`src/design/sqrp_pkg.sv`:
```
// ----------------------------------------------------------------------------
// sqrp_pkg: shared types and constants of the sensor query retry parser
// Holds the sequencer state type, result codes and the fixed command text.
// ----------------------------------------------------------------------------
package sqrp_pkg;

  // Result kinds
  localparam logic KIND_STATUS = 1'b0;
  localparam logic KIND_TX     = 1'b1;

  // Status codes
  localparam logic [1:0] ST_IDLE = 2'd0;
  localparam logic [1:0] ST_OK   = 2'd1;
  localparam logic [1:0] ST_FAIL = 2'd2;

  // Protocol bytes
  localparam logic [7:0] CR_BYTE    = 8'h0d;
  localparam logic [7:0] QUERY_MARK = 8'h3f;  // '?'
  localparam logic [7:0] NUL_BYTE   = 8'h00;

  // Command lengths
  localparam int PREFIX_LEN    = 3;   // "ID="
  localparam int ID_CMD_LEN    = 5;   // "ID=?" and its NUL
  localparam int TAIL_LEN      = 5;   // " BT=?"
  localparam int VALUE_CMD_LEN = 32;
  localparam int VALUE_SKIP    = 6;   // first byte that may follow "BT="

  // Configuration
  localparam logic [3:0] RETRY_LIMIT_RESET = 4'd3;
  localparam logic [3:0] RETRY_MAX         = 4'd15;

  // Sequencer states
  typedef enum logic [7:0] {
    S_IDLE   = 8'b0000_0001,
    S_SCAN   = 8'b0000_0010,
    S_DECIDE = 8'b0000_0100,
    S_HEAD   = 8'b0000_1000,
    S_IDQ    = 8'b0001_0000,
    S_IDENT  = 8'b0010_0000,
    S_TAIL   = 8'b0100_0000,
    S_STAT   = 8'b1000_0000
  } state_t;

  // Byte of the "ID=" prefix
  function automatic logic [7:0] head_char(input logic [1:0] idx);
    logic [7:0] c;
    case (idx)
      2'd0:    c = 8'h49;  // 'I'
      2'd1:    c = 8'h44;  // 'D'
      2'd2:    c = 8'h3d;  // '='
      default: c = 8'h00;
    endcase
    return c;
  endfunction

  // Byte of the " BT=?" tail, zero past its end
  function automatic logic [7:0] tail_char(input logic [2:0] idx);
    logic [7:0] c;
    case (idx)
      3'd0:    c = 8'h20;  // ' '
      3'd1:    c = 8'h42;  // 'B'
      3'd2:    c = 8'h54;  // 'T'
      3'd3:    c = 8'h3d;  // '='
      3'd4:    c = 8'h3f;  // '?'
      default: c = 8'h00;
    endcase
    return c;
  endfunction

endpackage

```
`src/design/sensor_query_retry_parser_top.sv`:
```
// ----------------------------------------------------------------------------
// sensor_query_retry_parser_top: two-phase presence sensor poller
// Buffers received bytes, parses identity and value replies on a poll, and
// emits query bytes and a status beat.
// ----------------------------------------------------------------------------
// A byte item (mode 0) appends rx_byte to the packet buffer, dropping it
// once PACKET_MAX bytes are held. A poll (mode 1) streams the buffer
// through one compare unit, one byte per cycle from the buffer memory,
// skipping the scan when 3 or fewer bytes are buffered. A decision state
// follows, then one output beat per cycle while out_stall is low: 1 status
// beat, plus 5 query bytes in the identity phase or 32 in the value phase
// on a retry. in_stall stays high until the poll's status beat has been
// loaded into the output register.
// ----------------------------------------------------------------------------
module sensor_query_retry_parser_top
  import sqrp_pkg::*;
#(
  parameter int PACKET_MAX = 64,
  parameter int ID_MAX     = 23
) (
  input  logic        clk,
  input  logic        rst,
  // configuration port
  input  logic        psel,
  input  logic        penable,
  input  logic        pwrite,
  input  logic [2:0]  paddr,
  input  logic [31:0] pwdata,
  output logic [31:0] prdata,
  output logic        pready,
  // input channel
  input  logic        in_valid,
  output logic        in_stall,
  input  logic        mode,
  input  logic [7:0]  rx_byte,
  // output channel
  output logic        out_valid,
  input  logic        out_stall,
  output logic        kind,
  output logic [1:0]  status,
  output logic [7:0]  tx_byte,
  output logic [3:0]  sensor_value,
  output logic        last
);

  localparam int AW = $clog2(PACKET_MAX);
  localparam int CW = $clog2(PACKET_MAX + 1);
  localparam int IW = (ID_MAX > 1) ? $clog2(ID_MAX) : 1;
  localparam int LW = $clog2(ID_MAX + 1);

  // Memories and stores
  logic [7:0] mem [PACKET_MAX];
  logic [7:0] tmp_id [ID_MAX];
  logic [7:0] id_store [ID_MAX];

  // Control registers
  state_t     state;
  logic [CW-1:0] count;
  logic       phase;
  logic [LW-1:0] id_length;
  logic [3:0] retry_count;
  logic [3:0] retry_limit;

  // Scan pipeline
  logic [CW-1:0] ridx;
  logic [CW-1:0] pidx;
  logic       pvld;
  logic [7:0] rd_data;
  logic [7:0] w1, w2, w3;
  logic [LW-1:0] n;
  logic       scan_ok;
  logic [3:0] scan_val;

  // Emit counters and status
  logic [4:0] tk;
  logic [LW-1:0] j;
  logic [2:0] t;
  logic [1:0] stat_code;
  logic [3:0] stat_val;

  // Beat to load
  logic       adv;
  logic       beat_vld;
  logic       beat_kind;
  logic [1:0] beat_status;
  logic [7:0] beat_byte;
  logic [3:0] beat_val;
  logic       beat_last;
  logic       id_ok;

  // Scan compare unit
  logic prefix_bad, hit, last_byte, miss, byte_take, id_take;

  // Configuration port
  logic cfg_wr;
  assign pready = 1'b1;
  assign cfg_wr = psel && penable && pwrite && (paddr[2] == 1'b0);
  assign prdata = (paddr[2] == 1'b0) ? {28'd0, retry_limit} : 32'd0;

  assign in_stall = (state != S_IDLE);
  assign byte_take = (state == S_IDLE) && in_valid && !mode &&
                     (count < CW'(PACKET_MAX));

  // Compare the current buffer byte against the prefix and the terminators
  always_comb begin
    prefix_bad = pvld && (pidx < CW'(PREFIX_LEN)) && (rd_data != head_char(pidx[1:0]));
    if (phase == 1'b0) begin
      hit = pvld && (pidx >= CW'(PREFIX_LEN)) && (rd_data == CR_BYTE);
    end else begin
      hit = pvld && (pidx >= CW'(VALUE_SKIP)) && (w3 == 8'h42) &&
            (w2 == 8'h54) && (w1 == 8'h3d);
    end
    hit       = hit && !prefix_bad;
    last_byte = pvld && (pidx == count - CW'(1));
    miss      = prefix_bad || (!hit && last_byte);
    id_take   = (state == S_SCAN) && pvld && (phase == 1'b0) &&
                (pidx >= CW'(PREFIX_LEN)) && !hit && !prefix_bad &&
                (n < LW'(ID_MAX));
  end

  // Select the next output beat
  assign adv   = !out_valid || !out_stall;
  assign id_ok = (j < id_length) && (id_store[j[IW-1:0]] != NUL_BYTE);

  always_comb begin
    beat_vld    = 1'b0;
    beat_kind   = KIND_TX;
    beat_status = ST_IDLE;
    beat_byte   = NUL_BYTE;
    beat_val    = 4'd0;
    beat_last   = 1'b0;
    case (state)
      S_HEAD: begin
        beat_vld  = 1'b1;
        beat_byte = head_char(tk[1:0]);
      end
      S_IDQ: begin
        beat_vld  = 1'b1;
        beat_byte = (tk == 5'(PREFIX_LEN)) ? QUERY_MARK : NUL_BYTE;
      end
      S_IDENT: begin
        beat_vld  = 1'b1;
        beat_byte = id_ok ? id_store[j[IW-1:0]] : tail_char(3'd0);
      end
      S_TAIL: begin
        beat_vld  = 1'b1;
        beat_byte = tail_char(t);
      end
      S_STAT: begin
        beat_vld    = 1'b1;
        beat_kind   = KIND_STATUS;
        beat_status = stat_code;
        beat_val    = stat_val;
        beat_last   = 1'b1;
      end
      default: beat_vld = 1'b0;
    endcase
  end

  // Buffer memory, scan read port and identity stores
  always_ff @(posedge clk) begin
    if (byte_take) begin
      mem[count[AW-1:0]] <= rx_byte;
    end
    rd_data <= mem[ridx[AW-1:0]];
    pidx    <= ridx;
    if (id_take) begin
      tmp_id[n[IW-1:0]] <= rd_data;
    end
    if (state == S_DECIDE && scan_ok && phase == 1'b0) begin
      id_store <= tmp_id;
    end
    if (state == S_SCAN && pvld) begin
      w1 <= rd_data;
      w2 <= w1;
      w3 <= w2;
    end
  end

  // Output register
  always_ff @(posedge clk) begin
    if (rst) begin
      out_valid <= 1'b0;
    end else if (adv) begin
      out_valid <= beat_vld;
    end
  end

  always_ff @(posedge clk) begin
    if (adv) begin
      kind         <= beat_kind;
      status       <= beat_status;
      tx_byte      <= beat_byte;
      sensor_value <= beat_val;
      last         <= beat_last;
    end
  end

  // Sequencer
  always_ff @(posedge clk) begin
    if (rst) begin
      state       <= S_IDLE;
      count       <= '0;
      phase       <= 1'b0;
      id_length   <= '0;
      retry_count <= 4'd0;
      retry_limit <= RETRY_LIMIT_RESET;
      pvld        <= 1'b0;
      scan_ok     <= 1'b0;
    end else begin
      if (cfg_wr) begin
        retry_limit <= pwdata[3:0];
      end
      case (state)
        S_IDLE: begin
          if (byte_take) begin
            count <= count + CW'(1);
          end
          if (in_valid && mode) begin
            ridx <= '0;
            pvld <= 1'b0;
            n    <= '0;
            if (count <= CW'(PREFIX_LEN)) begin
              scan_ok <= 1'b0;
              state   <= S_DECIDE;
            end else begin
              state <= S_SCAN;
            end
          end
        end
        S_SCAN: begin
          // issue the next read, then judge the byte returned
          pvld <= (ridx < count);
          if (ridx < count) begin
            ridx <= ridx + CW'(1);
          end
          if (id_take) begin
            n <= n + LW'(1);
          end
          if (hit) begin
            scan_ok  <= 1'b1;
            scan_val <= rd_data[3:0];
            state    <= S_DECIDE;
          end else if (miss) begin
            scan_ok <= 1'b0;
            state   <= S_DECIDE;
          end
        end
        S_DECIDE: begin
          count <= '0;
          pvld  <= 1'b0;
          tk    <= 5'd0;
          j     <= '0;
          t     <= 3'd0;
          stat_code <= ST_IDLE;
          stat_val  <= 4'd0;
          if (scan_ok) begin
            if (phase == 1'b0) begin
              phase     <= 1'b1;
              id_length <= n;
            end else begin
              stat_code <= ST_OK;
              stat_val  <= scan_val;
            end
            state <= S_STAT;
          end else if (retry_count > retry_limit) begin
            retry_count <= 4'd0;
            phase       <= 1'b0;
            stat_code   <= ST_FAIL;
            state       <= S_STAT;
          end else begin
            if (retry_count < RETRY_MAX) begin
              retry_count <= retry_count + 4'd1;
            end
            state <= S_HEAD;
          end
        end
        S_HEAD: begin
          if (adv) begin
            tk <= tk + 5'd1;
            if (tk == 5'(PREFIX_LEN - 1)) begin
              state <= phase ? S_IDENT : S_IDQ;
            end
          end
        end
        S_IDQ: begin
          if (adv) begin
            tk <= tk + 5'd1;
            if (tk == 5'(ID_CMD_LEN - 1)) begin
              state <= S_STAT;
            end
          end
        end
        S_IDENT: begin
          if (adv) begin
            tk <= tk + 5'd1;
            if (id_ok) begin
              j <= j + LW'(1);
            end else begin
              t     <= 3'd1;
              state <= S_TAIL;
            end
          end
        end
        S_TAIL: begin
          // tail bytes, then zero padding to the full command length
          if (adv) begin
            tk <= tk + 5'd1;
            if (t < 3'(TAIL_LEN)) begin
              t <= t + 3'd1;
            end
            if (tk == 5'(VALUE_CMD_LEN - 1)) begin
              state <= S_STAT;
            end
          end
        end
        S_STAT: begin
          if (adv) begin
            state <= S_IDLE;
          end
        end
        default: state <= S_IDLE;
      endcase
    end
  end

endmodule

```
`config.mk`:
```
export PLATFORM = sky130hd
export DESIGN_NAME = sensor_query_retry_parser_top
export DESIGN_NICKNAME = d
export VERILOG_FILES = /design/src/design/sqrp_pkg.sv /design/src/design/sensor_query_retry_parser_top.sv
export SDC_FILE = /design/constraint.sdc
export NUM_CORES = 1
export LEC_CHECK = 0
export ABC_AREA = 1
export BUFFER_PORTS_ARGS = -buffer_cell sky130_fd_sc_hd__buf_2
export CAP_MARGIN = 40
export CORE_ASPECT_RATIO = 1.2
export CORE_MARGIN = 10
export CORE_UTILIZATION = 35
export CTS_BUF_LIST = sky130_fd_sc_hd__clkbuf_16
export CTS_CLUSTER_SIZE = 14
export DETAILED_ROUTE_END_ITERATION = 8
export PLACE_DENSITY = 0.59
export SLEW_MARGIN = 25
export SYNTH_ARGS = -nofsm -noshare
export SYNTH_HDL_FRONTEND = slang
export SYNTH_SLANG_ARGS = --single-unit
```
`constraint.sdc`:
```
create_clock -name clk -period 4.9 [get_ports clk]
set_input_delay 1.47 -clock clk [delete_from_list [all_inputs] [get_ports clk]]
set_output_delay 1.47 -clock clk [all_outputs]
set_load 0.005 [all_outputs]
```
# Word-level counts from Yosys, hierarchy flattened
# Memory sizes are Yosys's and may differ from the RTL's. A register that Yosys moved wholly into a read port is not among the register bits.
# Index checks and enable logic that the tools add are counted.
# word_totals
regBits	482
out_inout_bits	51
n_memories	1
ramBits	512
# memory_table
memory	words	word_bits	read_ports	rd_ports_with_merged_regs	wr	line_no	rtl
mem	64	8	1	1	1	sensor_query_retry_parser_top.sv:52	logic [7:0] mem [PACKET_MAX];
# classes
order_cmp	14
n_addsub	8
bitwise_logic	6
n_mux	68
reduce_logical	64
n_eq_ne	45
# ops
op	n
bitwise mux 184 bit	1
two-way mux 8 bit	18
case mux 8 bit (8 select lines)	1
case mux 7 bit (3 select lines)	2
binary-select mux 8 bit (select 5 bit)	1
demux 8 bit (select 5 bit)	1
case mux 7 bit (5 select lines)	1
case mux 8 bit (4 select lines)	1
case mux 5 bit (2 select lines)	3
logical AND 1 bit	28
case mux 7 bit (2 select lines)	2
inequality test 2 bit (second input constant)	13
two-way mux 5 bit	5
equality test 8 x 7 -> 1 bit (second input constant)	3
two-way mux 7 bit	3
equality test 8 x 4 -> 1 bit (second input constant)	2
equality test 8 x 6 -> 1 bit (second input constant)	2
AND reduction 4 bit	4
adder 5 x 1 -> 5 bit (second input constant)	3
two-way mux 3 bit	5
adder 7 x 1 -> 7 bit (second input constant)	2
two-way mux 1 bit	14
greater-or-equal comparator 6 bit (second input constant)	2
two-way mux 4 bit	3
other kinds (53)	85

# Depth between registers and ports, before layout
# logic_depth
ltp_word	13
ltp_mapped	20
mapped_depth_nobuf	18

# Least setup slack after synthesis
# Ideal clock, no wire load.
# synth_timing
path_type	register to register
from	reg state[7]
to	reg id_length[0]
t_required_ps	4801
arrival_time_ps	3843
synth_period_minus_slack_ps	3943
path_buffers	1
path_stages_with_launch	9
setup_slack_ps	957
path_cell_list	dfxtp_1 -> nor2_1 -> nand3_2 -> nor4_4 -> nand2_1 -> nor2_1 -> buf_2 -> o21ai_0 -> a21oi_1
# synth_via
elab_chain_cells	2
# synth_lines
element	line_no	rtl
start: declaration	sensor_query_retry_parser_top.sv:57	state_t state;
start signal: assignment	sensor_query_retry_parser_top.sv:282	state <= phase ? S_IDENT : S_IDQ;
equality test 8 x 3 -> 1 bit	sensor_query_retry_parser_top.sv:214	case (state)
AND reduction 3 bit (no source line)	--	
end signal: assignment	sensor_query_retry_parser_top.sv:260	id_length <= n;
end: declaration	sensor_query_retry_parser_top.sv:60	logic [LW-1:0] id_length;
# Every way passes these cells.
# A chain may end at the register's enable or synchronous reset.

# Worst setup path after layout
# layout_timing
from	reg j[1]
to	reg j[1], enable pin
# layout_via
elab_chain_cells	8
# layout_lines
element	line_no	rtl
start: declaration	sensor_query_retry_parser_top.sv:76	logic [LW-1:0] j;
start signal: assignment	sensor_query_retry_parser_top.sv:298	j <= j + LW'(1);
NOT 5 -> 6 bit (not written as such)	sensor_query_retry_parser_top.sv:123	assign id_ok = (j < id_length) && (id_store[j[IW-1:0]] != NUL_BYTE);
binary-select mux 8 bit (select 5 bit)	sensor_query_retry_parser_top.sv:123	
two-way mux 8 bit (not written as such) (2 in a row)	sensor_query_retry_parser_top.sv:123	
nonzero test 8 bit	sensor_query_retry_parser_top.sv:123	
logical AND 1 bit (*)	sensor_query_retry_parser_top.sv:123	
inequality test 2 bit (no source line) (*)	--	
AND reduction 4 bit (no source line) (*)	--	
# Every way passes the cells marked *; elsewhere a longest branch is shown, timed or not. The select of a mux whose other input is x is not followed.

==> qor.csv <==
metric,value,unit
setup.worst_path.start_class,register,
cts_hold_buf,0,
grt_max_degree,127,
path_cells,inv_2 -> nor2_2 -> buf_4 -> nand2_1 -> nand2_1 -> inv_1 -> nand3_1 -> nand3_1 -> a21boi_1 -> nand2_1 -> nor2_1 -> nand2_1 -> nand3_4 -> a21oi_1,
synth_largest_area_cell,edfxtp_1,
drtIter0Drc,2136,
internal-power,0.0147,W
ys_seq_area_frac,0.746,
rows,135,
yosys-top-cells-count,"edfxtp_1, nor2_1, nand2_1, o21ai_0, inv_1",
antenna_left,0,
slew_headroom,0.403,
viasPerCell,4.95,
final_nets,3282,
combPwrFrac,0.081,
finClkSkew,0.0185,ns
io_buffer_count,42,
multi_input_area,0.00860,mm^2
maxSlewViolCount,0,
async_flop_share,0,
core_area,0.113,mm^2
worstHoldPathCells,0,
crit_top_cell,nand2_1,
root_buffer,clkbuf_16,
netlist-cell-type-count,54,
seq_power_share,0.502,
start_util,0.352,
r2r_cells,14,
drive_above_1_share,0.0964,
p_sw_frac,0.231,
fp.dieH,389,um
hpwl,56500,um
hold_viol_final,0,
cts_resized,0,
period_needed,3.58,ns
clkSinkCount,1002,
routedWlPerCell,19.4,um
ys_seq_elements,1002,
synthMostInstantiatedCell,edfxtp_1,
finalPower,0.0192,W
htreeDepth,3,
cp-end-kind,register,
synth_ff_type,edfxtp_1,
fp.dieW,328,um
crit_type,reg -> reg,
clk_latency,0.67,ns
synth_area,0.0397,mm^2
status,"finished, final reports clean",
rsz0062_at_grt,no,
fmax,0.280,GHz
synth.area.top_cells,"edfxtp_1, nor2_1, o21ai_0",
place_congestion,0.815,
grt_first_pass_wirelength,141000,um
critical_path_required,5.20,ns
fin_crit_sh,0.730,
vdd_drop_max,318,uV
path_max_fanout,23,
postCtsSetupBuffers,0,
cts_buffers,102,
regArea,0.0296,mm^2
cp_slowest_stage_delay,0.66,ns
track_usage,0.142,
pin_count,102,
p_leak,15.7,nW
antenna_found_initial,2,
fp.dieArea,0.127,mm^2
cts_tree,built,
cp_data_arrival_time,3.88,ns
grt_pass1_vias,23300,
wl,92800,um
synth_top_cell_area_share,0.722,
finalSetupViolCount,0,
fin_setup_tns,0,ns
grt_overflow,0,
synth_edf_count,955,
switching_power,0.00443,W
hold_path_class,reg -> reg,
power_density,422,mW/mm^2
synthCells,3101,
clk_pin_slew_worst_paths,0.06,ns
syn_avg_cell_area,12.8,um^2
maxCapViolCount,0,
fillers,10500,
cp_slowest_cell,edfxtp_1,
dr.pass1.iters,5,
vias,23700,
remaining_drc_errors,0,
p_clk_frac,0.417,
yosys_warnings,0,
clockBufferDepth,3,
diodes,0,
area_growth,14.5,%
tightest_slew,0.892,ns
-- sequential cells by signal, indices dropped and copies added (netlist names), 7 cells and up --
register,flops
pidx,7
count,7
tmp_id,184
mem,512
rd_data,8
w3,8
w1,8
w2,8
tx_byte,8
state,8
ridx,7
id_store,184
-- power by group through the flow --
stage | logic [W] | registers, W | clock network [W]
after floorplan | 0.000893 | 0.00981 | 0
after global placement | 0.00150 | 0.00981 | 0
after detailed placement | 0.00155 | 0.00981 | 0
after CTS | 0.00155 | 0.00963 | 0.00814
after global routing | 0.00171 | 0.00963 | 0.00849
final | 0.00155 | 0.00962 | 0.00800
-- routing by layer --
layer | track usage | vias up | wire length [um]
met1 | 0.179 | 11600 | 38400
met2 | 0.242 | 669 | 45900
met4 | 0.0594 | 0 | 3650
met5 | 0 | - | 0
met3 | 0.0212 | 170 | 4840
li1 | - | 11300 | -
-- critical path: cells and delay by family, from the launching register on --
kind	cells	cell delay [ns]
and+or+nand+nor	9	1.15
buffers and inverters	3	0.72
DFF	1	0.66
AOI/OAI and AO/OA	2	0.66
-- placed cells by master (no fill, tap or decap), types with 27 or more instances in the layout --
cell type | synthesis | final
clkbuf_16 | 0 | 107
nand3_1 | 156 | 156
a21oi_1 | 56 | 56
clkinv_1 | 8 | 28
buf_2 | 25 | 41
inv_1 | 179 | 197
buf_4 | 30 | 72
nand4_1 | 27 | 27
conb_1 | 2 | 29
o211ai_1 | 31 | 31
edfxtp_1 | 955 | 955
o21ai_0 | 306 | 306
nor2_1 | 491 | 488
o221ai_1 | 46 | 46
ha_1 | 37 | 37
nand2_1 | 406 | 406
o22ai_1 | 82 | 82
dfxtp_1 | 47 | 47
-- metrics by stage --
stage,cell area [um^2],util,setup slack [ns],hold slack (ns),std cells
2_1_floorplan,39800,-,0.957,0.372,3128
3_3_place_gp,41700,0.370,0.891,0.400,4581
3_5_place_dp,41900,0.372,0.897,0.405,4592
4_1_cts,45400,0.402,1.29,0.413,4781
5_1_grt,45500,0.403,1.02,0.417,4786
6_report,45500,0.403,1.32,0.413,4786
-- final cells by class --
class	instances	area share
Inverter	197	0.0165
Tap cell	1507	0.0415
Clock inverter	82	0.0177
Timing Repair Buffer	132	0.0252
Clock buffer	107	0.0589
Sequential cell	1002	0.651
Multi-Input combinational cell	1759	0.189
-- final timing paths --
path	startpoint	to	slack (ns)
max	j[1]$_SDFFCE_PN0P_	j[1]$_SDFFCE_PN0P_	1.32
min	tmp_id[31]$_DFFE_PP_	id_store[31]$_DFFE_PP_	0.41
max reg2reg	j[1]$_SDFFCE_PN0P_	j[1]$_SDFFCE_PN0P_	1.32
min reg2reg	tmp_id[31]$_DFFE_PP_	id_store[31]$_DFFE_PP_	0.41
-- logic make-up (layout without fill, tap and decap cells) --
logic type      count (synthesis)  count (layout)  share of synthesized area
buf+inv                       367             518                     0.0406
other cells                     2              29                   0.000189
xor+xnor                       15              15                    0.00331
simple gates                 1130            1130                      0.119
fa+ha+maj                      37              37                     0.0117
flops                        1002            1002                      0.746
compound gates                548             548                     0.0799
(Power assumes the default switching activity.)
